### src/design/weighted_word_checksum_hash_macros.svh
// Assertion macros shared by the weighted word checksum hash design.
`ifndef WEIGHTED_WORD_CHECKSUM_HASH_MACROS_SVH
`define WEIGHTED_WORD_CHECKSUM_HASH_MACROS_SVH

// The consequent must hold in the same cycle as the antecedent.
`define WWCH_ASSERT_SAME(label, clk, rst_n, ante, cons) \
	label: assert property (@(posedge clk) disable iff (!rst_n) (ante) |-> (cons)) \
		else $error("wwch same-cycle check failed");

// The consequent must hold in the cycle after the antecedent.
`define WWCH_ASSERT_NEXT(label, clk, rst_n, ante, cons) \
	label: assert property (@(posedge clk) disable iff (!rst_n) (ante) |=> (cons)) \
		else $error("wwch next-cycle check failed");

`endif

### src/design/wwch_pkg.sv
// Package with shared types and constants for the weighted word checksum hash.
package wwch_pkg;

	localparam int WORD_W   = 32;
	localparam int SKIP_W   = 10;
	localparam int WEIGHT_W = 17;

	localparam logic [SKIP_W-1:0] SKIP_RESET = 10'd10;
	localparam logic [WORD_W-1:0] HASH_SEED  = 32'h0000_003d;
	localparam logic [WORD_W-1:0] HASH_MUL   = 32'd668265261;

	typedef struct packed {
		logic [WORD_W-1:0]   word;
		logic [WEIGHT_W-1:0] weight;
		logic                last;
		logic                too_long;
	} wwch_entry_t;

	typedef struct packed {
		logic full;
		logic empty;
	} wwch_fifo_status_t;

endpackage

### src/design/weighted_word_checksum_hash.sv
// Top level of the weighted word checksum hash: front end, queue and back end.
// Each record arrives as a stream of 32-bit words, one item per cycle at best, ending on the
// item with last set; one checksum item leaves per record. The front end takes an item in
// every cycle that the queue has room, and the back end drains the queue at one item per
// cycle whenever the result register is free, so the sustained rate is one item per cycle
// unless the output side stalls. The multiply stage loads as the last word of a record leaves
// the queue, and the result becomes valid after the accumulate, two hash multiply stages and
// the result register; a word is written into a queue slot before it can leave the queue.
// Words past MAX_WORDS in a record are left out of the sum and set too_long. The skip
// position register is to be written only while the block is idle, which the block itself
// does not enforce; it resets to ten.
module weighted_word_checksum_hash import wwch_pkg::*; #(
	parameter int MAX_WORDS   = 1024,
	parameter int QUEUE_DEPTH = 4
) (
	input  logic              clk,
	input  logic              arst_n,
	input  logic              cfg_wr_en,
	input  logic [SKIP_W-1:0] cfg_wr_data,
	input  logic              in_valid,
	output logic              in_ready,
	input  logic [WORD_W-1:0] word,
	input  logic              last,
	output logic              out_valid,
	input  logic              out_ready,
	output logic [WORD_W-1:0] checksum,
	output logic              too_long
);

	logic              push;
	logic              pop;
	wwch_entry_t       wr_entry;
	wwch_entry_t       rd_entry;
	wwch_fifo_status_t fifo_status;

	wwch_front #(
		.MAX_WORDS(MAX_WORDS)
	) u_front (
		.clk         (clk),
		.arst_n      (arst_n),
		.cfg_wr_en   (cfg_wr_en),
		.cfg_wr_data (cfg_wr_data),
		.in_valid    (in_valid),
		.word        (word),
		.last        (last),
		.fifo_status (fifo_status),
		.in_ready    (in_ready),
		.push        (push),
		.entry       (wr_entry)
	);

	wwch_fifo #(
		.DEPTH(QUEUE_DEPTH)
	) u_fifo (
		.clk      (clk),
		.arst_n   (arst_n),
		.push     (push),
		.wr_entry (wr_entry),
		.pop      (pop),
		.rd_entry (rd_entry),
		.status   (fifo_status)
	);

	wwch_back u_back (
		.clk         (clk),
		.arst_n      (arst_n),
		.rd_entry    (rd_entry),
		.fifo_status (fifo_status),
		.pop         (pop),
		.out_ready   (out_ready),
		.out_valid   (out_valid),
		.checksum    (checksum),
		.too_long    (too_long)
	);

`include "weighted_word_checksum_hash_macros.svh"

	`WWCH_ASSERT_SAME(a_no_overrun, clk, arst_n, push, !fifo_status.full)
	`WWCH_ASSERT_SAME(a_no_underrun, clk, arst_n, pop, !fifo_status.empty)
	`WWCH_ASSERT_SAME(a_accept_pushes, clk, arst_n, in_valid && in_ready, push)
	`WWCH_ASSERT_NEXT(a_push_fills, clk, arst_n, push && !pop, !fifo_status.empty)

endmodule

### src/design/wwch_front.sv
// Front end: accepts words, tracks position and overflow, and assigns each word its weight.
module wwch_front import wwch_pkg::*; #(
	parameter int MAX_WORDS = 1024
) (
	input  logic                   clk,
	input  logic                   arst_n,
	input  logic                   cfg_wr_en,
	input  logic [SKIP_W-1:0]      cfg_wr_data,
	input  logic                   in_valid,
	input  logic [WORD_W-1:0]      word,
	input  logic                   last,
	input  wwch_fifo_status_t      fifo_status,
	output logic                   in_ready,
	output logic                   push,
	output wwch_entry_t            entry
);

	localparam int CNT_W = $clog2(MAX_WORDS + 1);

	logic [SKIP_W-1:0]   skip_q;
	logic [CNT_W-1:0]    pos_q;
	logic                ovf_q;
	logic [WEIGHT_W-1:0] pos_ext;
	logic                at_max;
	logic                skip_hit;

	assign in_ready = !fifo_status.full;
	assign push     = in_valid && in_ready;

	assign pos_ext  = WEIGHT_W'(pos_q);
	assign at_max   = pos_q >= CNT_W'(MAX_WORDS);
	assign skip_hit = pos_ext == WEIGHT_W'(skip_q);

	always_comb begin
		entry.word     = word;
		entry.last     = last;
		entry.too_long = ovf_q || at_max;
		if (at_max || skip_hit) begin
			entry.weight = '0;
		end else begin
			entry.weight = pos_ext + WEIGHT_W'(1);
		end
	end

	always_ff @(posedge clk or negedge arst_n) begin
		if (!arst_n) begin
			skip_q <= SKIP_RESET;
		end else if (cfg_wr_en) begin
			skip_q <= cfg_wr_data;
		end
	end

	always_ff @(posedge clk or negedge arst_n) begin
		if (!arst_n) begin
			pos_q <= '0;
			ovf_q <= 1'b0;
		end else if (push) begin
			if (last) begin
				pos_q <= '0;
				ovf_q <= 1'b0;
			end else if (at_max) begin
				ovf_q <= 1'b1;
			end else begin
				pos_q <= pos_q + CNT_W'(1);
			end
		end
	end

endmodule

### src/design/wwch_fifo.sv
// Short queue of weighted words between the front end and the back end.
module wwch_fifo import wwch_pkg::*; #(
	parameter int DEPTH = 4
) (
	input  logic              clk,
	input  logic              arst_n,
	input  logic              push,
	input  wwch_entry_t       wr_entry,
	input  logic              pop,
	output wwch_entry_t       rd_entry,
	output wwch_fifo_status_t status
);

	localparam int PTR_W = (DEPTH > 1) ? $clog2(DEPTH) : 1;
	localparam int CNT_W = $clog2(DEPTH + 1);

	wwch_entry_t      slots_q [DEPTH];
	logic [PTR_W-1:0] wr_ptr_q;
	logic [PTR_W-1:0] rd_ptr_q;
	logic [CNT_W-1:0] count_q;

	assign status.full  = count_q == CNT_W'(DEPTH);
	assign status.empty = count_q == '0;
	assign rd_entry     = slots_q[rd_ptr_q];

	always_ff @(posedge clk) begin
		if (push) begin
			slots_q[wr_ptr_q] <= wr_entry;
		end
	end

	always_ff @(posedge clk or negedge arst_n) begin
		if (!arst_n) begin
			wr_ptr_q <= '0;
			rd_ptr_q <= '0;
			count_q  <= '0;
		end else begin
			if (push) begin
				wr_ptr_q <= (wr_ptr_q == PTR_W'(DEPTH - 1)) ? '0 : wr_ptr_q + PTR_W'(1);
			end
			if (pop) begin
				rd_ptr_q <= (rd_ptr_q == PTR_W'(DEPTH - 1)) ? '0 : rd_ptr_q + PTR_W'(1);
			end
			if (push && !pop) begin
				count_q <= count_q + CNT_W'(1);
			end else if (pop && !push) begin
				count_q <= count_q - CNT_W'(1);
			end
		end
	end

endmodule

### src/design/wwch_back.sv
// Back end: multiplies, accumulates and runs the hash finalizer, with the result register.
module wwch_back import wwch_pkg::*; (
	input  logic              clk,
	input  logic              arst_n,
	input  wwch_entry_t       rd_entry,
	input  wwch_fifo_status_t fifo_status,
	output logic              pop,
	input  logic              out_ready,
	output logic              out_valid,
	output logic [WORD_W-1:0] checksum,
	output logic              too_long
);

	logic                       adv;
	logic [WORD_W+WEIGHT_W-1:0] prod_full;
	logic [WORD_W-1:0]          sum_next;
	logic [WORD_W-1:0]          mix_in;
	logic [WORD_W-1:0]          shuf_in;
	logic [2*WORD_W-1:0]        mul_full;

	logic                valid_s1, last_s1, ovf_s1;
	logic [WORD_W-1:0]   prod_s1;
	logic [WORD_W-1:0]   sum_q;
	logic                valid_s2, ovf_s2;
	logic [WORD_W-1:0]   fin_s2;
	logic                valid_s3, ovf_s3;
	logic [WORD_W-1:0]   mix_s3;
	logic                valid_s4, ovf_s4;
	logic [WORD_W-1:0]   mul_s4;
	logic                out_valid_q, too_long_q;
	logic [WORD_W-1:0]   checksum_q;

	assign adv       = !out_valid_q || out_ready;
	assign pop       = adv && !fifo_status.empty;
	assign out_valid = out_valid_q;
	assign checksum  = checksum_q;
	assign too_long  = too_long_q;

	assign prod_full = rd_entry.word * rd_entry.weight;
	assign sum_next  = sum_q + prod_s1;
	assign mix_in    = (fin_s2 ^ HASH_SEED) ^ (fin_s2 >> 16);
	assign shuf_in   = mix_s3 ^ (mix_s3 >> 4);
	assign mul_full  = shuf_in * HASH_MUL;

	always_ff @(posedge clk) begin
		if (adv) begin
			prod_s1 <= prod_full[WORD_W-1:0];
			last_s1 <= rd_entry.last;
			ovf_s1  <= rd_entry.too_long;
			fin_s2  <= sum_next;
			ovf_s2  <= ovf_s1;
			mix_s3  <= (mix_in << 3) + mix_in;
			ovf_s3  <= ovf_s2;
			mul_s4  <= mul_full[WORD_W-1:0];
			ovf_s4  <= ovf_s3;
			if (valid_s4) begin
				checksum_q <= mul_s4 ^ (mul_s4 >> 15);
				too_long_q <= ovf_s4;
			end
		end
	end

	always_ff @(posedge clk or negedge arst_n) begin
		if (!arst_n) begin
			valid_s1    <= 1'b0;
			valid_s2    <= 1'b0;
			valid_s3    <= 1'b0;
			valid_s4    <= 1'b0;
			out_valid_q <= 1'b0;
			sum_q       <= '0;
		end else if (adv) begin
			valid_s1    <= !fifo_status.empty;
			valid_s2    <= valid_s1 && last_s1;
			valid_s3    <= valid_s2;
			valid_s4    <= valid_s3;
			out_valid_q <= valid_s4;
			if (valid_s1) begin
				sum_q <= last_s1 ? '0 : sum_next;
			end
		end
	end

endmodule
### config.mk
export PLATFORM = sky130hd
export DESIGN_NAME = weighted_word_checksum_hash
export DESIGN_NICKNAME = d
export VERILOG_FILES = /design/src/design/wwch_pkg.sv /design/src/design/weighted_word_checksum_hash.sv /design/src/design/wwch_front.sv /design/src/design/wwch_fifo.sv /design/src/design/wwch_back.sv
export VERILOG_INCLUDE_DIRS = /design/src /design/src/design
export SDC_FILE = /design/constraint.sdc
export NUM_CORES = 2
export LEC_CHECK = 0
export BUFFER_PORTS_ARGS = -buffer_cell sky130_fd_sc_hd__buf_2
export CAP_MARGIN = 20
export CORE_ASPECT_RATIO = 0.75
export CORE_MARGIN = 4
export CORE_UTILIZATION = 65
export DETAILED_ROUTE_END_ITERATION = 7
export MAX_ROUTING_LAYER = met4
export PLACE_DENSITY = 0.79
export SYNTH_ARGS = -nofsm -noshare
export SYNTH_HDL_FRONTEND = slang
export SYNTH_SLANG_ARGS = --single-unit
### constraint.sdc
create_clock -name clk -period 9 [get_ports clk]
set_input_delay 1.35 -clock clk [delete_from_list [all_inputs] [get_ports clk]]
set_output_delay 1.35 -clock clk [all_outputs]
set_load 0.01 [all_outputs]
==> metrics.md <==
| Metric | Value |
|---|---|
| H-tree levels | 2 |
| Final Instance Area | between 30,000 and 40,000 µm² |
| Root buf cell | clkbuf_16 |
| Crit path cell chain | mux2_2, o21ai_1, nor2_1, fa_1, inv_1, fa_1, fa_1, fa_1, inv_1, fa_1, inv_1, fa_1, inv_1, ha_1, or3_1, a2111oi_0, o21ai_1, a31oi_1, a2111oi_0, a211o_1, a21o_1, a21oi_1, xnor2_1 |
| Chip width | about 280 µm |
| Final hold vios | 0 |
| Reg2Reg Depth | 23 |
| Mux share of post-synthesis cell area | roughly 3.2% |
| Setup TNS | 0 ps |
| Most used DFF post-synth | edfxtp_1 |
| Via density | between 5 and 6 |
| Area grow syn2layout | 7.54% |
| Post-Syn Area per Cell | around 11 µm² |
| Fraction of registers with async set/reset | between 10% and 20% |
| Vias | roughly 24,000 |
| CTS Sinks | 416 |
| Synth Cell Area | roughly 37,000 µm² |
| Pins Over Slew Limit | 0 |
| Drt wl/cell | between 20 and 25 µm |
| Worst Setup End Kind | flip-flop |
| Register area share after synthesis | 32.9% |
| Worst Hold Class | flip-flop to flip-flop |
| # hold bufs at CTS | 0 |
| Max transition margin | 30.2% |
| Reg2Reg Capture Point | u_back.prod_s1[29]$_DFFE_PN_ |
| First-pass GRT wire length | about 140 mm |
| Seq cells post-synth | 416 |
| TritonCTS Buffers | 43 |
| Crit path DAT | between 8000 and 9000 ps |
| Resize count post-CTS | 0 |
| Largest net degree at the start of global routing | 67 |
| Row count | between 70 and 80 |
| Initial antenna violation count | 3 |
| EDFF count, synth | 350 |
| Max Cap Viol | 0 |
| Most frequent cells in the layout | 706 x inv_1, 441 x fa_1, 350 x edfxtp_1, 342 x ha_1, 248 x nand2_1 |
| Worst path max stage delay | 900 ps |
| Grt ovf | 0 |
| Postcts setup bufs | 0 |
| Final Routed Wirelength | a little over 90 mm |
| Die footprint | just over 60,000 µm² |
| Final Skew | 46.8 ps |
| Router iterations before antenna repair | 5 |
| Clock tree buffer depth | 3 |
| Critical path's most frequent cell | fa_1 |
| Share of layout cells above drive strength 1 | between 7 and 8% |
| Antenna-violating nets left | 0 |
| Largest family of logic cells by synthesized area | adder cells |
| Hold path endpoint | u_back.ovf_s4$_DFFE_PN_ |
| Critical path launch point type | flip-flop |
| Total GRT Usage | a little under a third |
| Yosys cell types | slightly above 70 |
| R2R Path Start | u_fifo.rd_ptr_q[0]$_DFFE_PN0P_ |
| Worst Path Max Fanout | 44 |
| Fmax | approximately 130 MHz |
| CP required | just over 9000 ps |
| Post-Synth XOR/XNOR Area | under 10% |
| Worst-margin pin slew | 1050 ps |
| Clock transition at path regs | roughly 60 ps |
| CTS tree | yes |
| HPWL after detailed placement | roughly 73 mm |
| Residual DRC count | 0 |
| Synth Warn # | 0 |
| Crit path max-delay cell type | dfrtp_4 |
| Post-Synth Adder-Cell Area | 35.5% |
| Buffers on Ports | between 80 and 90 |
| Synth Area in Compound Gates | 7.01% |
| Final setup viols | 0 |
| Final min period | between 7000 and 8000 ps |
| Core area | about 56,000 µm² |
| Leading cell type in the layout, fill and taps excluded | inv_1 |
| DR iter-0 viols | about 2,500 |
| Clk Latency, worst-skew pair | about 600 ps |
| Die H | about 210 µm |
| Nets@finish | ~4,200 |
| Worst Setup SP | u_fifo.rd_ptr_q[0]$_DFFE_PN0P_ |
| R2R setup slack | ~1100 ps |
| Vias in the first global route | ~25,000 |
| RSZ-0062 raised after global routing | false |
| Final period utilization | 88.3% |
| Post-Synth Simple-Gate Area | 7.14% |
| Hold Startpoint | u_back.ovf_s3$_DFFE_PN_ |
| Initial Utilization | between 60% and 70% |
| Gate Count Post-Synth | between 3,000 and 4,000 |
| Status | complete, no violations |
| I/O pins | 83 |
| Hold depth | 0 |
| Crit path kind | flip-flop to flip-flop |
| GP Congestion | just over 1 |
| Dpl cell area | between 30,000 and 40,000 µm² |
-- flip-flops by register name, summed over array words and instances (netlist names), 2 cells and up --
signal / count
u_fifo.slots_q: 184
u_back.checksum: 32
u_back.fin_s2: 32
u_back.mix_s3: 32
u_back.mul_s4: 32
u_back.prod_s1: 32
u_back.sum_q: 32
u_front.pos_q: 11
u_front.skip_q: 10
u_fifo.count_q: 3
u_fifo.rd_ptr_q: 2
u_fifo.wr_ptr_q: 2
-- kinds of logic after synthesis --
family	count (synthesis)
flip-flops	416
multiplexers	80
other	1
adder cells (fa/ha/maj)	783
buffers and inverters	784
XOR/XNOR	261
AO/OA/AOI/OAI	392
AND/OR/NAND/NOR	595
-- synthesized netlist by cell type, types with 19 or more instances --
cell type / instances / area share [%]
o21ai_0: 80 / 1.1
mux2_2: 34 / 1.0
mux4_2: 27 / 1.6
edfxtp_1: 350 / 28
o21a_1: 34 / 0.69
a21o_1: 55 / 1.1
xnor2_1: 167 / 4.0
ha_1: 342 / 12
and2_1: 40 / 0.68
clkbuf_1: 61 / 0.62
nor2b_1: 28 / 0.47
nor2_1: 174 / 1.8
fa_1: 441 / 24
a22o_1: 24 / 0.57
xor2_1: 94 / 2.2
nand2b_1: 21 / 0.36
and3_1: 19 / 0.32
inv_1: 706 / 7.2
nand3_1: 22 / 0.30
a21oi_1: 92 / 1.2
dfrtp_1: 64 / 4.3
nand2_1: 248 / 2.5
mux2i_1: 19 / 0.51
-- layout make-up --
type	count	area [µm²]
multi-input combinational	2115	21800
fill	4040	16400
sequential	416	12200
inverter	708	2660
clock buffer	55	1180
tap	731	915
timing repair buffer	117	681
clock inverter	22	288
antenna	1	2.50
-- layer usage --
metal	track usage, %	share of wire, %	up-vias
met1	48.1	46	12315
met4	6.45	2.0	0
met2	43.7	42	1047
met5	-	0	-
li1	-	-	10861
met3	7.12	10	129
-- worst max-delay path: cells and delay by family, from the launching register on --
kind | cells | cell delay [ps]
fa+ha+maj | 7 | 3270
compound gates | 8 | 2300
flops | 1 | 900
simple gates | 2 | 500
mux | 1 | 430
buf+inv | 4 | 210
xor+xnor | 1 | 80
-- worst max-delay path by stage --
stage,end,slack (ps),cells after the start
3_3_place_gp,u_back.mul_s4[31]$_DFFE_PN_,1210,22
2_1_floorplan,u_back.prod_s1[29]$_DFFE_PN_,1250,31
6_report,u_back.prod_s1[29]$_DFFE_PN_,1060,23
4_1_cts,u_back.prod_s1[29]$_DFFE_PN_,1080,23
3_5_place_dp,u_back.mul_s4[31]$_DFFE_PN_,1130,23
5_1_grt,u_back.prod_s1[29]$_DFFE_PN_,610,26
-- through the flow --
stage,worst slack [ps],util [%],std cells,hold WS (ps)
after global routing,612,70.8,4165,423
after CTS,1080,70.8,4164,419
final,1060,70.8,4165,418
after detailed placement,1130,68.2,4087,405
after global placement,1210,68.1,4086,411
after floorplan,1250,-,3315,400
Power is not shown: default switching activity piles up to over one toggle a cycle in this logic, so the estimate is an artifact.
